===== src/sct_pkg.sv =====
// ----------------------------------------------------------------------------
// sct_pkg: shared types and constants of the shell command tokenizer
// Character codes, scan modes, result kinds, error codes and the result record.
// ----------------------------------------------------------------------------
`default_nettype none

package sct_pkg;

    localparam logic [7:0] CH_NL  = 8'd10;
    localparam logic [7:0] CH_SP  = 8'd32;
    localparam logic [7:0] CH_DQ  = 8'd34;
    localparam logic [7:0] CH_SQ  = 8'd39;
    localparam logic [7:0] CH_LT  = 8'd60;
    localparam logic [7:0] CH_GT  = 8'd62;
    localparam logic [7:0] CH_BAR = 8'd124;
    localparam logic [7:0] PRINT_LO = 8'd32;
    localparam logic [7:0] PRINT_HI = 8'd127;

    typedef enum logic [2:0] {
        MODE_START = 3'd0,
        MODE_BLANK = 3'd1,
        MODE_WORD  = 3'd2,
        MODE_OPER  = 3'd3,
        MODE_SQ    = 3'd4,
        MODE_DQ    = 3'd5,
        MODE_DROP  = 3'd6
    } mode_t;

    typedef enum logic [1:0] {
        K_BYTE = 2'd0,
        K_END  = 2'd1,
        K_OK   = 2'd2,
        K_ERR  = 2'd3
    } kind_t;

    typedef enum logic [2:0] {
        ERR_NONE      = 3'd0,
        ERR_OP_FIRST  = 3'd1,
        ERR_BAD_BYTE  = 3'd2,
        ERR_OP_LAST   = 3'd3,
        ERR_OP_PAIR   = 3'd4,
        ERR_TRIPLE_GT = 3'd5,
        ERR_UNCLOSED  = 3'd6
    } err_t;

    typedef struct packed {
        kind_t      kind;
        logic [7:0] out_byte;
        logic       is_operator;
        err_t       error_code;
        logic       last;
    } result_t;

    function automatic result_t mk_result(kind_t k, logic [7:0] b, logic op, err_t e);
        result_t r;
        r.kind        = k;
        r.out_byte    = b;
        r.is_operator = op;
        r.error_code  = e;
        r.last        = 1'b0;
        return r;
    endfunction

endpackage

`default_nettype wire


===== src/sct_if.sv =====
// ----------------------------------------------------------------------------
// sct_in_if / sct_out_if: valid/ready channels of the tokenizer
// One channel carries command line bytes, the other carries token results.
// ----------------------------------------------------------------------------
`default_nettype none

interface sct_in_if;
    logic       valid;
    logic       ready;
    logic [7:0] in_byte;

    modport source (output valid, output in_byte, input ready);
    modport sink   (input valid, input in_byte, output ready);
endinterface

interface sct_out_if;
    logic       valid;
    logic       ready;
    logic [1:0] kind;
    logic [7:0] out_byte;
    logic       is_operator;
    logic [2:0] error_code;
    logic       last;

    modport source (output valid, output kind, output out_byte, output is_operator,
                    output error_code, output last, input ready);
    modport sink   (input valid, input kind, input out_byte, input is_operator,
                    input error_code, input last, output ready);
endinterface

`default_nettype wire


===== src/sct_lexer.sv =====
// ----------------------------------------------------------------------------
// sct_lexer: scan state and per-byte decode
// Holds the scan mode, previous byte and operator length, and works out the
// zero, one or two results that a byte gives.
// ----------------------------------------------------------------------------
`default_nettype none

module sct_lexer (
    input  wire logic             clk,
    input  wire logic             rst_n,
    input  wire logic             fire,
    input  wire logic [7:0]       in_byte,
    output logic [1:0]            n_results,
    output sct_pkg::result_t      res0,
    output sct_pkg::result_t      res1
);
    import sct_pkg::*;

    mode_t      mode_reg, mode_next;
    logic [7:0] prev_reg;
    logic [1:0] oplen_reg, oplen_next;

    logic is_op, printable, in_word;
    err_t err;
    logic [1:0] n;
    result_t r0, r1;

    always_ff @(posedge clk or negedge rst_n)
    begin
        if (!rst_n)
        begin
            mode_reg  <= MODE_START;
            prev_reg  <= 8'd0;
            oplen_reg <= 2'd0;
        end
        else if (fire)
        begin
            mode_reg  <= mode_next;
            prev_reg  <= in_byte;
            oplen_reg <= oplen_next;
        end
    end

    always_comb
    begin
        is_op      = (in_byte == CH_LT) || (in_byte == CH_GT) || (in_byte == CH_BAR);
        printable  = (in_byte >= PRINT_LO) && (in_byte <= PRINT_HI);
        in_word    = (mode_reg == MODE_WORD);
        err        = ERR_NONE;
        n          = 2'd0;
        r0         = mk_result(K_BYTE, 8'd0, 1'b0, ERR_NONE);
        r1         = mk_result(K_BYTE, 8'd0, 1'b0, ERR_NONE);
        mode_next  = mode_reg;
        oplen_next = oplen_reg;

        if (in_byte == CH_NL)
        begin
            case (mode_reg)
                MODE_WORD:
                begin
                    r0 = mk_result(K_END, 8'd0, 1'b0, ERR_NONE);
                    r1 = mk_result(K_OK, 8'd0, 1'b0, ERR_NONE);
                    n  = 2'd2;
                end
                MODE_OPER:
                begin
                    r0 = mk_result(K_ERR, 8'd0, 1'b0, ERR_OP_LAST);
                    n  = 2'd1;
                end
                MODE_SQ, MODE_DQ:
                begin
                    r0 = mk_result(K_ERR, 8'd0, 1'b0, ERR_UNCLOSED);
                    n  = 2'd1;
                end
                MODE_DROP: ;
                default:
                begin
                    r0 = mk_result(K_OK, 8'd0, 1'b0, ERR_NONE);
                    n  = 2'd1;
                end
            endcase
            mode_next  = MODE_START;
            oplen_next = 2'd0;
        end
        else
        begin
            case (mode_reg)
                MODE_DROP: ;
                MODE_SQ, MODE_DQ:
                begin
                    if (in_byte == ((mode_reg == MODE_SQ) ? CH_SQ : CH_DQ))
                    begin
                        r0        = mk_result(K_END, 8'd0, 1'b0, ERR_NONE);
                        mode_next = MODE_BLANK;
                    end
                    else
                    begin
                        r0 = mk_result(K_BYTE, in_byte, 1'b0, ERR_NONE);
                    end
                    n = 2'd1;
                end
                MODE_OPER:
                begin
                    if ((in_byte == CH_DQ) || (in_byte == CH_SQ))
                    begin
                        r0         = mk_result(K_END, 8'd0, 1'b1, ERR_NONE);
                        n          = 2'd1;
                        mode_next  = (in_byte == CH_DQ) ? MODE_DQ : MODE_SQ;
                        oplen_next = 2'd0;
                    end
                    else if ((in_byte == CH_LT) || (in_byte == CH_BAR))
                    begin
                        err = ERR_OP_PAIR;
                    end
                    else if (in_byte == CH_GT)
                    begin
                        if (prev_reg != CH_GT)
                            err = ERR_OP_PAIR;
                        else if (oplen_reg >= 2'd2)
                            err = ERR_TRIPLE_GT;
                        else
                        begin
                            r0         = mk_result(K_BYTE, in_byte, 1'b1, ERR_NONE);
                            n          = 2'd1;
                            oplen_next = 2'd2;
                        end
                    end
                    else if (in_byte == CH_SP)
                    begin
                        // spaces after an operator are skipped
                    end
                    else if (printable)
                    begin
                        r0         = mk_result(K_END, 8'd0, 1'b1, ERR_NONE);
                        r1         = mk_result(K_BYTE, in_byte, 1'b0, ERR_NONE);
                        n          = 2'd2;
                        mode_next  = MODE_WORD;
                        oplen_next = 2'd0;
                    end
                    else
                    begin
                        err = ERR_BAD_BYTE;
                    end
                end
                default:
                begin
                    // line start, blank and word; the spare mode code acts as line start
                    if ((in_byte == CH_DQ) || (in_byte == CH_SQ))
                    begin
                        if (in_word)
                        begin
                            r0 = mk_result(K_END, 8'd0, 1'b0, ERR_NONE);
                            n  = 2'd1;
                        end
                        mode_next = (in_byte == CH_DQ) ? MODE_DQ : MODE_SQ;
                    end
                    else if (is_op)
                    begin
                        if ((mode_reg != MODE_BLANK) && !in_word)
                            err = ERR_OP_FIRST;
                        else
                        begin
                            if (in_word)
                            begin
                                r0 = mk_result(K_END, 8'd0, 1'b0, ERR_NONE);
                                r1 = mk_result(K_BYTE, in_byte, 1'b1, ERR_NONE);
                                n  = 2'd2;
                            end
                            else
                            begin
                                r0 = mk_result(K_BYTE, in_byte, 1'b1, ERR_NONE);
                                n  = 2'd1;
                            end
                            mode_next  = MODE_OPER;
                            oplen_next = 2'd1;
                        end
                    end
                    else if (in_byte == CH_SP)
                    begin
                        if (in_word)
                        begin
                            r0        = mk_result(K_END, 8'd0, 1'b0, ERR_NONE);
                            n         = 2'd1;
                            mode_next = MODE_BLANK;
                        end
                    end
                    else if (printable)
                    begin
                        r0        = mk_result(K_BYTE, in_byte, 1'b0, ERR_NONE);
                        n         = 2'd1;
                        mode_next = MODE_WORD;
                    end
                    else
                    begin
                        err = ERR_BAD_BYTE;
                    end
                end
            endcase

            // no error path has emitted anything before it
            if (err != ERR_NONE)
            begin
                r0         = mk_result(K_ERR, 8'd0, 1'b0, err);
                n          = 2'd1;
                mode_next  = MODE_DROP;
                oplen_next = 2'd0;
            end
        end

        if (n == 2'd1)
            r0.last = 1'b1;
        if (n == 2'd2)
            r1.last = 1'b1;

        n_results = n;
        res0      = r0;
        res1      = r1;
    end

`ifndef SYNTHESIS
    a_err_drops: assert property (@(posedge clk) disable iff (!rst_n)
        fire && (n_results == 2'd1) && (res0.kind == K_ERR) && (in_byte != CH_NL)
        |=> mode_reg == MODE_DROP)
        else $error("error result not followed by drop mode");

    a_oplen_only_oper: assert property (@(posedge clk) disable iff (!rst_n)
        (mode_reg != MODE_OPER) |-> (oplen_reg == 2'd0))
        else $error("operator length set outside operator mode");

    a_pair_ends_token: assert property (@(posedge clk) disable iff (!rst_n)
        fire && (n_results == 2'd2) |-> (res0.kind == K_END) && !res0.last && res1.last)
        else $error("two results without a leading end marker");
`endif

endmodule

`default_nettype wire


===== src/shell_command_tokenizer.sv =====
// ----------------------------------------------------------------------------
// shell_command_tokenizer: streaming lexer for command lines
// Turns a byte stream into token bytes, end markers and per-line verdicts.
// ----------------------------------------------------------------------------
// A byte is taken on every cycle while results drain: bytes pass through an
// input register, are decoded against the scan state, and their zero, one or
// two results enter a two-entry result queue that feeds the output channel.
// A result is presented from the queue register, which follows the input
// register that takes its byte. The queue port moves one result per cycle
// while the output is ready, so a byte that gives two results (an end marker
// plus a byte or a verdict) holds the output until both are taken in turn, and
// the input stalls only while the queue lacks room for the next byte's results.
// ----------------------------------------------------------------------------
`default_nettype none

module shell_command_tokenizer (
    input  wire logic  clk,
    input  wire logic  rst_n,
    sct_in_if.sink     char_stream,
    sct_out_if.source  token_stream
);
    import sct_pkg::*;

    logic       s1_valid_reg;
    logic [7:0] s1_byte_reg;

    logic [1:0] n_results;
    result_t    res0, res1;
    logic       fire, pop;

    result_t    q0_reg, q1_reg, q0_next, q1_next;
    logic [1:0] count_reg, count_next, c_after;
    result_t    e0, e1;

    assign pop  = (count_reg != 2'd0) && token_stream.ready;
    assign fire = s1_valid_reg &&
                  (({1'b0, n_results} + {1'b0, count_reg}) <= (3'd2 + {2'b00, pop}));

    assign char_stream.ready = !s1_valid_reg || fire;

    always_ff @(posedge clk or negedge rst_n)
    begin
        if (!rst_n)
            s1_valid_reg <= 1'b0;
        else if (char_stream.ready)
            s1_valid_reg <= char_stream.valid;
    end

    always_ff @(posedge clk)
    begin
        if (char_stream.ready && char_stream.valid)
            s1_byte_reg <= char_stream.in_byte;
    end

    sct_lexer u_lexer (
        .clk       (clk),
        .rst_n     (rst_n),
        .fire      (fire),
        .in_byte   (s1_byte_reg),
        .n_results (n_results),
        .res0      (res0),
        .res1      (res1)
    );

    // shift out the head, then append the new results behind what is left
    always_comb
    begin
        c_after = count_reg - {1'b0, pop};
        e0      = pop ? q1_reg : q0_reg;
        e1      = q1_reg;
        q0_next = e0;
        q1_next = e1;
        if (fire)
        begin
            if (c_after == 2'd0)
            begin
                q0_next = res0;
                q1_next = res1;
            end
            else if (c_after == 2'd1)
                q1_next = res0;
        end
        count_next = c_after + (fire ? n_results : 2'd0);
    end

    always_ff @(posedge clk or negedge rst_n)
    begin
        if (!rst_n)
            count_reg <= 2'd0;
        else
            count_reg <= count_next;
    end

    always_ff @(posedge clk)
    begin
        q0_reg <= q0_next;
        q1_reg <= q1_next;
    end

    assign token_stream.valid       = (count_reg != 2'd0);
    assign token_stream.kind        = q0_reg.kind;
    assign token_stream.out_byte    = q0_reg.out_byte;
    assign token_stream.is_operator = q0_reg.is_operator;
    assign token_stream.error_code  = q0_reg.error_code;
    assign token_stream.last        = q0_reg.last;

endmodule

`default_nettype wire

===== src/flat_wrapper.sv =====
// flat-port wrapper written by rule: the top's interface ports become plain ports
module shell_command_tokenizer_flat import sct_pkg::*;
  (clk, rst_n, char_stream_valid, char_stream_in_byte, char_stream_ready, token_stream_valid, token_stream_kind, token_stream_out_byte, token_stream_is_operator, token_stream_error_code, token_stream_last, token_stream_ready);
  sct_in_if char_stream_i ();
  sct_out_if token_stream_i ();
  input  wire logic clk;
  input  wire logic rst_n;
  input wire logic [$bits(char_stream_i.valid)-1:0] char_stream_valid;
  input wire logic [$bits(char_stream_i.in_byte)-1:0] char_stream_in_byte;
  output wire logic [$bits(char_stream_i.ready)-1:0] char_stream_ready;
  output wire logic [$bits(token_stream_i.valid)-1:0] token_stream_valid;
  output wire logic [$bits(token_stream_i.kind)-1:0] token_stream_kind;
  output wire logic [$bits(token_stream_i.out_byte)-1:0] token_stream_out_byte;
  output wire logic [$bits(token_stream_i.is_operator)-1:0] token_stream_is_operator;
  output wire logic [$bits(token_stream_i.error_code)-1:0] token_stream_error_code;
  output wire logic [$bits(token_stream_i.last)-1:0] token_stream_last;
  input wire logic [$bits(token_stream_i.ready)-1:0] token_stream_ready;
  assign char_stream_i.valid = char_stream_valid;
  assign char_stream_i.in_byte = char_stream_in_byte;
  assign char_stream_ready = char_stream_i.ready;
  assign token_stream_valid = token_stream_i.valid;
  assign token_stream_kind = token_stream_i.kind;
  assign token_stream_out_byte = token_stream_i.out_byte;
  assign token_stream_is_operator = token_stream_i.is_operator;
  assign token_stream_error_code = token_stream_i.error_code;
  assign token_stream_last = token_stream_i.last;
  assign token_stream_i.ready = token_stream_ready;
  shell_command_tokenizer u_core (.clk(clk), .rst_n(rst_n), .char_stream(char_stream_i), .token_stream(token_stream_i));
endmodule

===== config.mk =====
export PLATFORM = sky130hd
export DESIGN_NAME = shell_command_tokenizer_flat
export DESIGN_NICKNAME = d
export VERILOG_FILES = /design/src/sct_pkg.sv /design/src/sct_if.sv /design/src/sct_lexer.sv /design/src/shell_command_tokenizer.sv /design/src/flat_wrapper.sv
export SDC_FILE = /design/constraint.sdc
export NUM_CORES = 1
export LEC_CHECK = 0
export BUFFER_PORTS_ARGS = -buffer_cell sky130_fd_sc_hd__buf_4
export CELL_PAD_IN_SITES_DETAIL_PLACEMENT = 2
export CELL_PAD_IN_SITES_GLOBAL_PLACEMENT = 2
export CORE_MARGIN = 10
export CORE_UTILIZATION = 34
export CTS_CLUSTER_DIAMETER = 80
export DETAILED_ROUTE_END_ITERATION = 7
export PLACE_DENSITY_LB_ADDON = 0.1
export SLEW_MARGIN = 10
export SYNTH_ARGS = -nofsm -noshare
export SYNTH_HDL_FRONTEND = slang
export SYNTH_SLANG_ARGS = --single-unit

===== constraint.sdc =====
create_clock -name clk -period 4 [get_ports clk]
set_input_delay 0.4 -clock clk [delete_from_list [all_inputs] [get_ports clk]]
set_output_delay 0.4 -clock clk [all_outputs]
set_load 0.05 [all_outputs]

==> flow_metrics.env <==
export IMPL_dieArea_um2=13100
export IMPL_relSlewSlack_pct=48.1
export IMPL_worstRegToRegCells=15
export IMPL_grt_util_all_layers_pct=16.9
export IMPL_clkSlewWorstSetupHoldPaths_ps=100
export IMPL_cp_required_ps=3600
export IMPL_die_x_um=115
export IMPL_syn_instance_count=325
export IMPL_area_delta_synth_final_pct=32.4
export IMPL_synth_area_top_cells="edfxtp_1 (23%), dfrtp_1 (12%), dfxtp_1 (9.9%)"
export IMPL_ys_flop_type="edfxtp_1"
export IMPL_synth_nets=342
export IMPL_routed_top_layer="met4"
export IMPL_start_kind="flop"
export IMPL_ys_seq_elements=53
export IMPL_cts_buffers=5
export IMPL_core_um2=8720
export IMPL_avgSynthCellArea_um2=9.35
export IMPL_cts_buffer_depth=2
export IMPL_path_cells="or4b_4, or4_4, nand2_4, o32ai_2, o31ai_2, inv_1, ha_2, fa_1, or3b_4, a21bo_4, buf_8"
export IMPL_pin_count=29
export IMPL_worstReg2RegStart="u_core.s1_byte_reg[7]"
export IMPL_vias_per_cell=5.77
export IMPL_worst_pin_slew_ps=777
export IMPL_yosysSeqAreaShare_pct=45.0
export IMPL_async_reset_ff_share_pct=28.3
export IMPL_grt_pass1_vias=3117
export IMPL_finalCriticalPeriod_ps=4180
export IMPL_hpwl_mm=8.12
export IMPL_vias=2893
export IMPL_design_area_um2=4020
export IMPL_wl_met1_mm=5.07
export IMPL_drc=0
export IMPL_wl_per_cell_um=23.3
export IMPL_dp_slack_ps=-64.2
export IMPL_clock_sinks=53
export IMPL_grt_ovfl_total=0
export IMPL_finalNetCount=409
export IMPL_port_buffers=28
export IMPL_skew_ps=5.40
export IMPL_largest_register_ffs=15
export IMPL_rsz0062_at_grt="true"
export IMPL_synth_distinct_cells=67
export IMPL_critPathSlowestCell="or4b_4"
export IMPL_finalNonFillerCells=501
export IMPL_synth_area_um2=3040
export IMPL_crit_fanout=3
export IMPL_grt_max_degree=26
export IMPL_grt_pass1_wl_mm=17.8
export IMPL_period_share_pct=104
export IMPL_regArea_um2=1370
export IMPL_placedInstanceArea_um2=3580
export IMPL_worstSkewPairLatency_ps=320
export IMPL_netlist_area_leader_share_pct=22.7
export IMPL_drt_first_iter_violations=210
export IMPL_holdPathStages=1
export IMPL_wirelength_mm=11.7
export IMPL_worst_ep_arrival_time_ps=3780
export IMPL_h_tree_depth=2
export IMPL_status="finished, violations left"
export IMPL_max_freq_mhz=239
export IMPL_slew_viol_final=0
export IMPL_hold_viol_final=0
export IMPL_setup_viol=4
export IMPL_rows=34
export IMPL_critical_path_class="reg -> out"
export IMPL_power_density_nw_per_um2=1040
export IMPL_crit_path_end_kind="primary output"
export IMPL_yosys_area_top_type="edfxtp_1"
export IMPL_ir_drop_v=0.000329
export IMPL_hold_path_class="in -> reg"
export IMPL_diodes=0
export IMPL_maxCapViolations=0
export IMPL_violations="setup timing"
export IMPL_crit_start="u_core.s1_byte_reg[7]"
export IMPL_start_util_pct=34.8
export IMPL_die_y_um=115
export IMPL_cts_root_buffer="clkbuf_8"
export IMPL_postLayoutCoreUtil_pct=46.1
export IMPL_route_met2_wl_mm=6.13
export IMPL_antenna_found_initial=0
export IMPL_power_leakage_nw=1.64
export IMPL_cts_tree="yes"
export IMPL_cp_slowest_stage_delay_ps=550
export IMPL_fill_cells=914
export IMPL_min_from="char_stream_in_byte[0]"
export IMPL_dr_wl_met3_um=333
export IMPL_place_gp_congestion=0.949
export IMPL_drive_gt1_share_pct=33.1
export IMPL_synth_warning_count=0
export IMPL_ant_nets=0
export IMPL_dpl_cell_count=475
export IMPL_synth_edf_count=23
export IMPL_multi_input_area_um2=1710
export IMPL_setup_slack_ps=-178
export IMPL_dr_pass1_iters=4
[critical path, delay by kind of cell (launching register included)]
family	cells	cell delay, ps
simple gates	4	1570
flops	1	400
buf+inv	2	240
compound gates	3	570
fa+ha+maj	2	690
[power breakdown]
part / switching [W] / internal (W)
Sequential: 0.000153 / 0.000897
Clock: 0.000202 / 0.000188
Combinational: 0.00163 / 0.00109
Total: 0.00198 / 0.00218
[cell families after synthesis]
kind of cell / count (synthesis) / share of synthesized area [%]
XOR/XNOR: 5 / 1.44
multiplexers: 10 / 3.34
AND/OR/NAND/NOR: 133 / 23.8
adder cells (fa/ha/maj): 6 / 2.64
AO/OA/AOI/OAI: 88 / 19.8
flip-flops: 53 / 45.0
buffers and inverters: 30 / 3.99
[Yosys cell counts, types with 10 or more instances]
library cell / count
o21ai_0: 16
edfxtp_1: 23
dfrtp_1: 15
a211oi_1: 11
nand3_1: 13
a21oi_1: 18
nor2_1: 17
dfxtp_1: 15
o22ai_1: 10
nand2_1: 39
clkbuf_1: 18
[final cells by class]
cell class,count,share of cell area [%]
Multi-Input combinational cell,242,42.5
Sequential cell,53,34.0
Timing Repair Buffer,80,16.4
Tap cell,108,3.36
Clock buffer,5,1.71
Clock inverter,3,1.09
Inverter,10,0.933
[path summary, 6_finish.rpt]
path                                                   end  slack [ps]
worst min-delay path                 u_core.s1_byte_reg[0]         250
worst max register to register  u_core.u_lexer.mode_reg[2]         -60
worst max-delay path                     char_stream_ready        -180
worst min register to register  u_core.u_lexer.prev_reg[0]         480
min in group asynchronous              u_core.count_reg[0]         460
max in group asynchronous       u_core.u_lexer.prev_reg[4]        3360
[what timing repair did]
action                     CTS  global route
gates cloned                 0             3
hold buffers                 1             0
hold endpoints to repair    15             0
pin swaps                    6            11
setup endpoints to repair   20            48
buffers inserted             7             7
resized for setup           12            28
[metal layers]
| metal | track usage (%) | up-vias |
|---|---|---|
| met3 | 2.04 | 10 |
| met5 | 0 | - |
| met4 | 4.68 | 0 |
| met2 | 29.8 | 44 |
| li1 | - | 1348 |
| met1 | 21.0 | 1491 |
[stage by stage]
stage / total power, W / hold slack, ps / TNS [ps]
global placement: 0.00316 / 270 / 0
CTS: 0.00376 / 251 / -111
detailed placement: 0.00323 / 275 / -701
global route: 0.00445 / 249 / -3910
finish: 0.00416 / 250 / -251
floorplan: 0.00252 / 104 / 0
[placed cells by master, fill, tap and decap left out, drive strengths merged, types with 3 or more instances in the layout]
master,Yosys,final
o31ai,3,3
ha,4,4
nor4,5,5
or3,3,3
a21oi,19,19
nor2,17,17
clkbuf,18,6
and3,5,5
o22ai,10,10
dfrtp,15,15
mux2i,9,9
nand4,5,5
xnor2,4,4
o21ai,17,17
dfxtp,15,15
clkinv,2,3
edfxtp,23,23
a211oi,11,11
and3b,3,3
nand3,13,13
nand2,39,39
buf,2,78
and2,9,9
nor3,9,9
a31oi,6,6
nor2b,5,5
nand3b,3,3
inv,8,9
or2,4,4
(Power assumes the default switching activity.)
